`src/hdl/lkvc_pkg.sv`:
```
// types, constants and sizes shared by the key-value cache modules
`timescale 1ns / 1ps
`default_nettype none
package lkvc_pkg;

  localparam int ENTRIES = 16;
  localparam int DATA_W  = 32;
  localparam int CAP_W   = 5;
  localparam int IDX_W   = (ENTRIES > 1) ? $clog2(ENTRIES) : 1;
  localparam int OCC_W   = $clog2(ENTRIES + 1);
  localparam int CNT_W   = (OCC_W > CAP_W) ? OCC_W : CAP_W;

  localparam logic ACT_GET = 1'b0;
  localparam logic ACT_PUT = 1'b1;

  localparam logic [DATA_W-1:0] MISS_VALUE = '1;
  localparam logic [DATA_W-1:0] PUT_VALUE  = '0;
  localparam logic [CAP_W-1:0]  CAP_RESET  = CAP_W'(ENTRIES);

  typedef logic [DATA_W-1:0]              word_t;
  typedef logic [IDX_W-1:0]               rank_t;
  typedef logic [OCC_W-1:0]               occ_t;
  typedef logic [CAP_W-1:0]               cap_t;
  typedef logic [ENTRIES-1:0]             vec_t;
  typedef logic [ENTRIES-1:0][DATA_W-1:0] word_arr_t;
  typedef logic [ENTRIES-1:0][IDX_W-1:0]  rank_arr_t;

  typedef struct packed {
    logic               action;
    logic signed [31:0] lookup_key;
    logic signed [31:0] write_value;
  } req_t;

  typedef struct packed {
    logic               hit;
    logic signed [31:0] read_value;
  } rsp_t;

  typedef struct packed {
    logic  hit;
    vec_t  hit_onehot;
    word_t hit_value;
    rank_t hit_rank;
    logic  evict;
    vec_t  victim_onehot;
    vec_t  slot_onehot;
  } lookup_t;

endpackage
`default_nettype wire

```
`src/hdl/lru_key_value_cache_top.sv`:
```
// top level of the fully associative key-value cache with true lru replacement
`timescale 1ns / 1ps
`default_nettype none
// Accepts one get or put beat per cycle while req_ready is high and returns
// exactly one response beat for each, in order. The request lands in an input
// register at the accepting edge. From there, when the response side does not
// stall, a single pass of tag compare, victim pick and rank update writes the
// entry registers and the response register together. The response is offered
// once written. Back-to-back beats always see the state the
// previous beat left. req_ready only drops while a response waits unaccepted
// and a request is already held. cfg_ready is always high; write the capacity
// only while no beat is in flight. A capacity of 0 acts as 1, above 16 acts
// as 16. Lowering it does not flush entries; each later put miss evicts one.
module lru_key_value_cache_top (
  input  wire  logic                   clk,
  input  wire  logic                   rst,
  input  wire  logic                   req_valid,
  output logic                         req_ready,
  input  wire  lkvc_pkg::req_t         req,
  output logic                         rsp_valid,
  input  wire  logic                   rsp_ready,
  output lkvc_pkg::rsp_t               rsp,
  input  wire  logic                   cfg_valid,
  output logic                         cfg_ready,
  input  wire  logic [lkvc_pkg::CAP_W-1:0] cfg_data
);

  lkvc_pkg::req_t      ireg;
  logic                ireg_valid;
  logic                advance;
  lkvc_pkg::cap_t      capacity;
  lkvc_pkg::lookup_t   lk;
  lkvc_pkg::word_arr_t tags;
  lkvc_pkg::word_arr_t values;
  lkvc_pkg::rank_arr_t ranks;
  lkvc_pkg::vec_t      valid;
  lkvc_pkg::occ_t      occ;
  lkvc_pkg::rsp_t      rsp_next;

  assign advance   = ireg_valid && (!rsp_valid || rsp_ready);
  assign req_ready = !ireg_valid || advance;
  assign cfg_ready = 1'b1;

  always_ff @(posedge clk) begin
    if (rst) begin
      capacity <= lkvc_pkg::CAP_RESET;
    end else if (cfg_valid && cfg_ready) begin
      capacity <= cfg_data;
    end
  end

  always_ff @(posedge clk) begin
    if (rst) begin
      ireg_valid <= 1'b0;
    end else if (req_ready) begin
      ireg_valid <= req_valid;
    end
  end

  always_ff @(posedge clk) begin
    if (req_valid && req_ready) begin
      ireg <= req;
    end
  end

  lkvc_lookup u_lookup (
    .key      (ireg.lookup_key),
    .tags     (tags),
    .values   (values),
    .ranks    (ranks),
    .valid    (valid),
    .occ      (occ),
    .capacity (capacity),
    .lk       (lk)
  );

  lkvc_store u_store (
    .clk    (clk),
    .rst    (rst),
    .step   (advance),
    .req    (ireg),
    .lk     (lk),
    .tags   (tags),
    .values (values),
    .ranks  (ranks),
    .valid  (valid),
    .occ    (occ)
  );

  always_comb begin
    rsp_next.hit = lk.hit;
    if (ireg.action == lkvc_pkg::ACT_PUT) begin
      rsp_next.read_value = lkvc_pkg::PUT_VALUE;
    end else if (lk.hit) begin
      rsp_next.read_value = lk.hit_value;
    end else begin
      rsp_next.read_value = lkvc_pkg::MISS_VALUE;
    end
  end

  always_ff @(posedge clk) begin
    if (rst) begin
      rsp_valid <= 1'b0;
    end else if (advance) begin
      rsp_valid <= 1'b1;
    end else if (rsp_ready) begin
      rsp_valid <= 1'b0;
    end
  end

  always_ff @(posedge clk) begin
    if (advance) begin
      rsp <= rsp_next;
    end
  end

  a_occ_bound: assert property (@(posedge clk) disable iff (rst)
    occ <= lkvc_pkg::OCC_W'(lkvc_pkg::ENTRIES))
    else $error("occupancy above entry count");

  a_occ_count: assert property (@(posedge clk) disable iff (rst)
    $countones(valid) == int'(occ))
    else $error("valid bits disagree with occupancy");

  a_key_unique: assert property (@(posedge clk) disable iff (rst)
    ireg_valid |-> $onehot0(lk.hit_onehot))
    else $error("key present in more than one entry");

  a_slot_found: assert property (@(posedge clk) disable iff (rst)
    (advance && ireg.action == lkvc_pkg::ACT_PUT && !lk.hit) |-> $onehot(lk.slot_onehot))
    else $error("put miss without a free slot");

  a_resp_follows: assert property (@(posedge clk) disable iff (rst)
    advance |=> rsp_valid)
    else $error("response beat lost");

endmodule
`default_nettype wire

```
`src/hdl/lkvc_lookup.sv`:
```
// parallel tag compare, victim choice and free slot search
`timescale 1ns / 1ps
`default_nettype none
module lkvc_lookup (
  input  wire  logic [31:0]        key,
  input  wire  lkvc_pkg::word_arr_t tags,
  input  wire  lkvc_pkg::word_arr_t values,
  input  wire  lkvc_pkg::rank_arr_t ranks,
  input  wire  lkvc_pkg::vec_t      valid,
  input  wire  lkvc_pkg::occ_t      occ,
  input  wire  lkvc_pkg::cap_t      capacity,
  output lkvc_pkg::lookup_t         lk
);

  logic [lkvc_pkg::CNT_W-1:0] occ_w;
  logic [lkvc_pkg::CNT_W-1:0] cap_w;
  lkvc_pkg::occ_t             occ_m1;
  lkvc_pkg::vec_t             free;
  lkvc_pkg::vec_t             match;
  lkvc_pkg::word_t            hval;
  lkvc_pkg::rank_t            hrank;
  lkvc_pkg::vec_t             victim;
  logic                       full;

  always_comb begin
    match = '0;
    hval  = '0;
    hrank = '0;
    for (int i = 0; i < lkvc_pkg::ENTRIES; i++) begin
      match[i] = valid[i] && (tags[i] == key);
      hval     = hval | (match[i] ? values[i] : '0);
      hrank    = hrank | (match[i] ? ranks[i] : '0);
    end
  end

  // least recent entry holds rank occupancy-1
  always_comb begin
    occ_w  = lkvc_pkg::CNT_W'(occ);
    cap_w  = lkvc_pkg::CNT_W'(capacity);
    occ_m1 = occ - lkvc_pkg::OCC_W'(1);
    full   = (occ != '0) &&
             ((occ_w >= cap_w) || (occ_w >= lkvc_pkg::CNT_W'(lkvc_pkg::ENTRIES)));
    for (int i = 0; i < lkvc_pkg::ENTRIES; i++) begin
      victim[i] = full && valid[i] && (ranks[i] == occ_m1[lkvc_pkg::IDX_W-1:0]);
    end
    free = ~(valid & ~victim);
  end

  always_comb begin
    lk.hit           = |match;
    lk.hit_onehot    = match;
    lk.hit_value     = hval;
    lk.hit_rank      = hrank;
    lk.evict         = full;
    lk.victim_onehot = victim;
    lk.slot_onehot   = free & (~free + lkvc_pkg::ENTRIES'(1));
  end

endmodule
`default_nettype wire

```
`src/hdl/lkvc_store.sv`:
```
// entry registers: tags, values, recency ranks, valid bits and occupancy
`timescale 1ns / 1ps
`default_nettype none
module lkvc_store (
  input  wire  logic                clk,
  input  wire  logic                rst,
  input  wire  logic                step,
  input  wire  lkvc_pkg::req_t      req,
  input  wire  lkvc_pkg::lookup_t   lk,
  output lkvc_pkg::word_arr_t       tags,
  output lkvc_pkg::word_arr_t       values,
  output lkvc_pkg::rank_arr_t       ranks,
  output lkvc_pkg::vec_t            valid,
  output lkvc_pkg::occ_t            occ
);

  lkvc_pkg::word_arr_t tags_next;
  lkvc_pkg::word_arr_t values_next;
  lkvc_pkg::rank_arr_t ranks_next;
  lkvc_pkg::vec_t      valid_next;
  lkvc_pkg::occ_t      occ_next;

  always_comb begin
    tags_next   = tags;
    values_next = values;
    ranks_next  = ranks;
    valid_next  = valid;
    occ_next    = occ;
    if (step) begin
      if (lk.hit) begin
        // promote the hit entry, age the ones that were more recent
        for (int i = 0; i < lkvc_pkg::ENTRIES; i++) begin
          if (lk.hit_onehot[i]) begin
            ranks_next[i] = '0;
            if (req.action == lkvc_pkg::ACT_PUT) begin
              values_next[i] = req.write_value;
            end
          end else if (valid[i] && (ranks[i] < lk.hit_rank)) begin
            ranks_next[i] = ranks[i] + lkvc_pkg::IDX_W'(1);
          end
        end
      end else if (req.action == lkvc_pkg::ACT_PUT) begin
        for (int i = 0; i < lkvc_pkg::ENTRIES; i++) begin
          if (lk.slot_onehot[i]) begin
            tags_next[i]   = req.lookup_key;
            values_next[i] = req.write_value;
            ranks_next[i]  = '0;
            valid_next[i]  = 1'b1;
          end else if (lk.victim_onehot[i]) begin
            valid_next[i] = 1'b0;
          end else if (valid[i]) begin
            ranks_next[i] = ranks[i] + lkvc_pkg::IDX_W'(1);
          end
        end
        if (!lk.evict) begin
          occ_next = occ + lkvc_pkg::OCC_W'(1);
        end
      end
    end
  end

  always_ff @(posedge clk) begin
    if (rst) begin
      valid <= '0;
      occ   <= '0;
    end else begin
      valid <= valid_next;
      occ   <= occ_next;
    end
  end

  always_ff @(posedge clk) begin
    tags   <= tags_next;
    values <= values_next;
    ranks  <= ranks_next;
  end

endmodule
`default_nettype wire

```
`config.mk`:
```
export PLATFORM = sky130hd
export DESIGN_NAME = lru_key_value_cache_top
export DESIGN_NICKNAME = d
export VERILOG_FILES = /design/src/hdl/lkvc_pkg.sv /design/src/hdl/lru_key_value_cache_top.sv /design/src/hdl/lkvc_lookup.sv /design/src/hdl/lkvc_store.sv
export SDC_FILE = /design/constraint.sdc
export NUM_CORES = 2
export LEC_CHECK = 0
export ABC_AREA = 1
export BUFFER_PORTS_ARGS = -buffer_cell sky130_fd_sc_hd__buf_2
export CAP_MARGIN = 20
export CORE_MARGIN = 3
export CORE_UTILIZATION = 60
export DETAILED_ROUTE_END_ITERATION = 12
export HOLD_SLACK_MARGIN = 0.03
export PLACE_DENSITY_LB_ADDON = 0.15
export SLEW_MARGIN = 10
export SYNTH_ARGS = -nofsm -noshare
export SYNTH_HDL_FRONTEND = slang
export SYNTH_SLANG_ARGS = --single-unit
```
`constraint.sdc`:
```
create_clock -name clk -period 6.1 [get_ports clk]
set_input_delay 0.915 -clock clk [delete_from_list [all_inputs] [get_ports clk]]
set_output_delay 0.915 -clock clk [all_outputs]
set_load 0.02 [all_outputs]
```
==> impl_results.html <==
<table>
<tr><th>Metric</th><th>Value</th></tr>
<tr><th colspan="2">Run status</th></tr>
<tr><td>Result of the run</td><td>finished, final reports clean</td></tr>
<tr><th colspan="2">Die</th></tr>
<tr><td>Vert. Die Dim</td><td>around 320 um</td></tr>
<tr><td>Initial core utilization</td><td>0.6055</td></tr>
<tr><td>Number of cell rows</td><td>113</td></tr>
<tr><td>Die boundary width</td><td>315.9 um</td></tr>
<tr><td>Count of boundary I/O pins</td><td>111</td></tr>
<tr><td>Die Footprint</td><td>about 0.1 mm^2</td></tr>
<tr><td>Std-Cell Core Area</td><td>0.09515 mm^2</td></tr>
<tr><th colspan="2">Drt</th></tr>
<tr><td>Routed met3 length</td><td>27.53 mm</td></tr>
<tr><td>Highest routed layer</td><td>met5</td></tr>
<tr><td>Routed length on met2</td><td>82.12 mm</td></tr>
<tr><td>Routed metal-1 wirelength</td><td>approximately 76 mm</td></tr>
<tr><td>WL per Instance</td><td>27.16 um</td></tr>
<tr><td>Initial drt markers</td><td>7,024</td></tr>
<tr><td>Vias per cell</td><td>between 6 and 7</td></tr>
<tr><td>Number of routed nets with antenna violations</td><td>0</td></tr>
<tr><td>First-pass iteration count of the detailed router</td><td>6</td></tr>
<tr><td>Total Wirelength</td><td>194.1 mm</td></tr>
<tr><td>Routed vias</td><td>43.63k</td></tr>
<tr><td>Remaining DRCs</td><td>0</td></tr>
<tr><th colspan="2">Clocking</th></tr>
<tr><td>Postcts setup bufs</td><td>0</td></tr>
<tr><td>Clock latency on the worst-skew pair</td><td>0.75 ns</td></tr>
<tr><td>Root cell of the clock tree</td><td>sky130_fd_sc_hd__clkbuf_16</td></tr>
<tr><td>CTS tree</td><td>yes</td></tr>
<tr><td>Hold buffer count at CTS</td><td>0</td></tr>
<tr><td>Clock sink count</td><td>1,214</td></tr>
<tr><td>Clock-pin slew reported for the worst setup and hold paths after clock tree synthesis</td><td>0.06 ns</td></tr>
<tr><td>Number of buffers between clock root and the deepest sink</td><td>3</td></tr>
<tr><td>TritonCTS Buffers</td><td>120</td></tr>
<tr><td>Number of cells upsized or downsized after cts</td><td>0</td></tr>
<tr><td>Total number of H-tree levels</td><td>3</td></tr>
<tr><th colspan="2">Timing</th></tr>
<tr><td>Worst hold slack across all endpoints</td><td>0.3385 ns</td></tr>
<tr><td>Final Critical Period</td><td>5.120 ns</td></tr>
<tr><td>Summed negative setup slack over all endpoints</td><td>0 ns</td></tr>
<tr><td>Worst Clk Skew</td><td>0.04940 ns</td></tr>
<tr><td>Number of pins exceeding their max-slew limit in the final report</td><td>0</td></tr>
<tr><td>RSZ-0062 raised after global routing</td><td>no</td></tr>
<tr><td>Worst relative slew slack</td><td>0.2260</td></tr>
<tr><td>Final worst setup slack</td><td>~0.98 ns</td></tr>
<tr><td>Hold Vio Cnt, Final</td><td>0</td></tr>
<tr><td>Max Freq</td><td>0.1953 GHz</td></tr>
<tr><td>Share of the clock period used by the worst path after layout</td><td>0.8393</td></tr>
<tr><td>Actual slew at the worst max-slew pin</td><td>1.161 ns</td></tr>
<tr><td>Setup violation total in the final timing report</td><td>0</td></tr>
<tr><th colspan="2">Synth</th></tr>
<tr><td>Syn avg cell area</td><td>10.26 um^2</td></tr>
<tr><td>Seq cells post-synth</td><td>1,214</td></tr>
<tr><td>Proportion of synthesized chip area in sequential cells</td><td>0.6278</td></tr>
<tr><td>Syn Std Cell Area</td><td>0.05762 mm^2</td></tr>
<tr><td>Count of flip-flops with a built-in enable after synthesis</td><td>1,186</td></tr>
<tr><td>Nets in the synthesized netlist</td><td>~5.7k</td></tr>
<tr><td>Post-synth cell types</td><td>72</td></tr>
<tr><td>Most used DFF post-synth</td><td>sky130_fd_sc_hd__edfxtp_1</td></tr>
<tr><td>Share of Yosys cell area claimed by the top area cell type</td><td>0.6181</td></tr>
<tr><td>Async S/R FF share, synth</td><td>0</td></tr>
<tr><td>Yosys warning count</td><td>0</td></tr>
<tr><td>Largest area contributor in the netlist</td><td>sky130_fd_sc_hd__edfxtp_1</td></tr>
<tr><td>Synthesized instance count</td><td>5,614</td></tr>
<tr><td>Leading cell types by total area after synthesis</td><td>sky130_fd_sc_hd__edfxtp_1 (62%), sky130_fd_sc_hd__nand2_1 (11%), sky130_fd_sc_hd__nor2_1 (4.1%)</td></tr>
<tr><th colspan="2">Worst setup path</th></tr>
<tr><td>Worst R2R Start</td><td>ireg[46]$_DFFE_PP_</td></tr>
<tr><td>Flop2flop setup slack</td><td>between 0.9 and 1 ns</td></tr>
<tr><td>Critical Setup Path Class</td><td>reg -&gt; reg</td></tr>
<tr><td>WP data required</td><td>6.52 ns</td></tr>
<tr><td>Worst-path fanout max</td><td>37</td></tr>
<tr><td>Most common cell type on the critical path</td><td>sky130_fd_sc_hd__nand2_1</td></tr>
<tr><td>Path depth of the worst reg2reg path</td><td>18</td></tr>
<tr><td>Type of destination of the critical path</td><td>flop</td></tr>
<tr><td>Endpoint of the lowest-slack register-to-register path</td><td>u_store.values[92]$_DFFE_PP_</td></tr>
<tr><td>Cell type group with the largest total delay on the critical path</td><td>simple AND/OR/NAND/NOR gates</td></tr>
<tr><td>Crit path cell chain</td><td>buf_4 -&gt; inv_1 -&gt; nand2_1 -&gt; nand2_1 -&gt; nor2_1 -&gt; nand2_1 -&gt; nor2_1 -&gt; nand2_1 -&gt; nor2_2 -&gt; nand2_1 -&gt; nand4_2 -&gt; nor2_4 -&gt; nand2_8 -&gt; inv_4 -&gt; nand2_1 -&gt; nand2_1 -&gt; nor2_4 -&gt; buf_4</td></tr>
<tr><td>Biggest cell delay along the critical path</td><td>~0.64 ns</td></tr>
<tr><td>WP depth</td><td>18</td></tr>
<tr><td>Buf/Inv on CP</td><td>4</td></tr>
<tr><td>Type of element launching the critical path</td><td>flop</td></tr>
<tr><td>Crit path DAT</td><td>5.54 ns</td></tr>
<tr><td>Master of the slowest instance on the critical path</td><td>sky130_fd_sc_hd__nor2_4</td></tr>
<tr><th colspan="2">Layout</th></tr>
<tr><td>Area Growth Syn to Fin</td><td>10.52%</td></tr>
<tr><td>Register area</td><td>0.03617 mm^2</td></tr>
<tr><td>Fraction of layout instances using a drive strength above 1</td><td>0.09711</td></tr>
<tr><td>Final design area excluding fillers</td><td>between 0.06 and 0.07 mm^2</td></tr>
<tr><td>Number of nets in the layout</td><td>5,889</td></tr>
<tr><td>Area of the multi-input gates</td><td>0.01801 mm^2</td></tr>
<tr><td>Filler cell count</td><td>7,339</td></tr>
<tr><td>Final core utilization</td><td>0.6692</td></tr>
<tr><th colspan="2">Placed design</th></tr>
<tr><td>HPWL after detailed placement</td><td>123.6 mm</td></tr>
<tr><td>Routability cong.</td><td>1.028</td></tr>
<tr><td>Count of input and output buffers</td><td>roughly 110</td></tr>
<tr><td>Post-placement worst setup slack</td><td>1.107 ns</td></tr>
<tr><td>Total placed instance area</td><td>roughly 0.060 mm^2</td></tr>
<tr><th colspan="2">Power and ir drop</th></tr>
<tr><td>Sequential fraction of design power</td><td>0.523</td></tr>
<tr><td>Internal power</td><td>between 10 and 15 mW</td></tr>
<tr><td>PD cells</td><td>279.4 mW/mm^2</td></tr>
<tr><td>Worst VDD drop</td><td>281.8 uV</td></tr>
<tr><td>Lkg Pwr</td><td>roughly 25 nW</td></tr>
<tr><td>Clock Power Share</td><td>0.423</td></tr>
<tr><td>Logic pwr share</td><td>0.054</td></tr>
<tr><td>Sw power</td><td>4.149 mW</td></tr>
<tr><td>Proportion of total power due to net switching</td><td>0.2332</td></tr>
<tr><th colspan="2">Hold path</th></tr>
<tr><td>Hold endpoint</td><td>ireg[47]$_DFFE_PP_</td></tr>
<tr><td>Hold path startpoint</td><td>req[47]</td></tr>
<tr><td>Number of cells traversed by the worst hold path</td><td>1</td></tr>
<tr><td>Path type of the worst min-delay path</td><td>in -&gt; reg</td></tr>
<tr><th colspan="2">Run</th></tr>
<tr><td>Max-cap violations</td><td>0</td></tr>
<tr><th colspan="2">Global route</th></tr>
<tr><td>Wire length of the first global-routing pass</td><td>roughly 280 mm</td></tr>
<tr><td>Vias in the first global route</td><td>40.59k</td></tr>
<tr><td>Antenna violations before repair</td><td>5</td></tr>
<tr><td>Total track usage</td><td>0.3862</td></tr>
<tr><td>Final global-route overflow total</td><td>0</td></tr>
<tr><td>Largest net degree at the start of global routing</td><td>39</td></tr>
</table>
[worst max-delay path by stage]
stage	endpoint	slack, ns	start
6_report	u_store.values[92]$_DFFE_PP_	0.98	ireg[46]$_DFFE_PP_
3_3_place_gp	u_store.values[474]$_DFFE_PP_	0.83	ireg[54]$_DFFE_PP_
5_1_grt	u_store.values[88]$_DFFE_PP_	0.81	ireg[46]$_DFFE_PP_
2_1_floorplan	u_store.values[480]$_DFFE_PP_	1.56	u_store.occ[0]$_SDFFE_PP0P_
4_1_cts	u_store.values[459]$_DFFE_PP_	1.02	ireg[46]$_DFFE_PP_
3_5_place_dp	u_store.values[472]$_DFFE_PP_	1.11	ireg[46]$_DFFE_PP_
[registers in the layout (all words and copies together), names as in the netlist]
register	flops
ireg_valid	1
ireg	65
rsp_valid	1
u_store.valid	16
u_store.ranks	64
u_store.occ	5
u_store.tags	512
capacity	5
rsp	33
u_store.values	512
[cells by family (layout without fill, tap and decap cells)]
family / after synthesis / in the layout / share of synthesized area
XOR/XNOR: 184 / 184 / 0.02810
other: 1 / 2 / 0.00006508
AO/OA/AOI/OAI: 493 / 493 / 0.06109
adder cells (fa/ha/maj): 39 / 39 / 0.008469
flip-flops: 1214 / 1214 / 0.6278
multiplexers: 1 / 1 / 0.0003909
AND/OR/NAND/NOR: 2862 / 2862 / 0.2116
buffers and inverters: 820 / 1086 / 0.06250
[through the flow]
stage	std cells	power, mW
global placement	6912	10.40
finish	7146	17.79
floorplan	5614	9.985
detailed placement	6914	10.41
global route	7145	18.20
CTS	7141	17.78
[cell usage after synthesis, types with 50 or more instances]
| library cell | number |
|---|---|
| sky130_fd_sc_hd__xnor2_1 | 133 |
| sky130_fd_sc_hd__nor2_1 | 629 |
| sky130_fd_sc_hd__buf_2 | 53 |
| sky130_fd_sc_hd__nand2_1 | 1617 |
| sky130_fd_sc_hd__edfxtp_1 | 1186 |
| sky130_fd_sc_hd__a32o_1 | 61 |
| sky130_fd_sc_hd__inv_1 | 585 |
| sky130_fd_sc_hd__o21ai_0 | 121 |
| sky130_fd_sc_hd__a22o_1 | 67 |
| sky130_fd_sc_hd__nand4_1 | 120 |
| sky130_fd_sc_hd__nand3_1 | 231 |
| sky130_fd_sc_hd__xor2_1 | 50 |
| sky130_fd_sc_hd__nor3_1 | 56 |
| sky130_fd_sc_hd__a21oi_1 | 78 |
[placed cells by master (no fill, tap or decap), types with 78 or more instances in the layout]
master                         n
sky130_fd_sc_hd__a21oi_1      78
sky130_fd_sc_hd__o21ai_0     121
sky130_fd_sc_hd__edfxtp_1   1186
sky130_fd_sc_hd__nand3_1     231
sky130_fd_sc_hd__buf_2       109
sky130_fd_sc_hd__clkbuf_16   121
sky130_fd_sc_hd__buf_4       107
sky130_fd_sc_hd__nor2_1      614
sky130_fd_sc_hd__inv_1       583
sky130_fd_sc_hd__nand2_1    1617
sky130_fd_sc_hd__nand4_1     120
sky130_fd_sc_hd__xnor2_1     133
[power by group through the flow]
stage	Combinational, mW	Clock (mW)	Sequential (mW)
floorplan	0.506	0	9.48
global route	1.01	7.88	9.31
global placement	0.919	0	9.48
detailed placement	0.925	0	9.48
finish	0.967	7.52	9.31
CTS	0.929	7.55	9.31
[metal layers]
| metal | global-route usage | vias to the layer above |
|---|---|---|
| li1 | - | 19370 |
| met1 | 0.5618 | 20860 |
| met2 | 0.5592 | 2961 |
| met3 | 0.1058 | 434 |
| met4 | 0.1417 | 4 |
| met5 | 0.005319 | - |
[final cells by class]
class	instances	share of cell area
clock buffers	150	0.04942
flip-flops and latches	1214	0.5681
diodes	1	0.00003930
clock inverters	77	0.01324
inverters	634	0.03755
repair buffers	225	0.02405
well taps	1265	0.02486
multi-input cells	3580	0.2828
(Power assumes the default switching activity.)
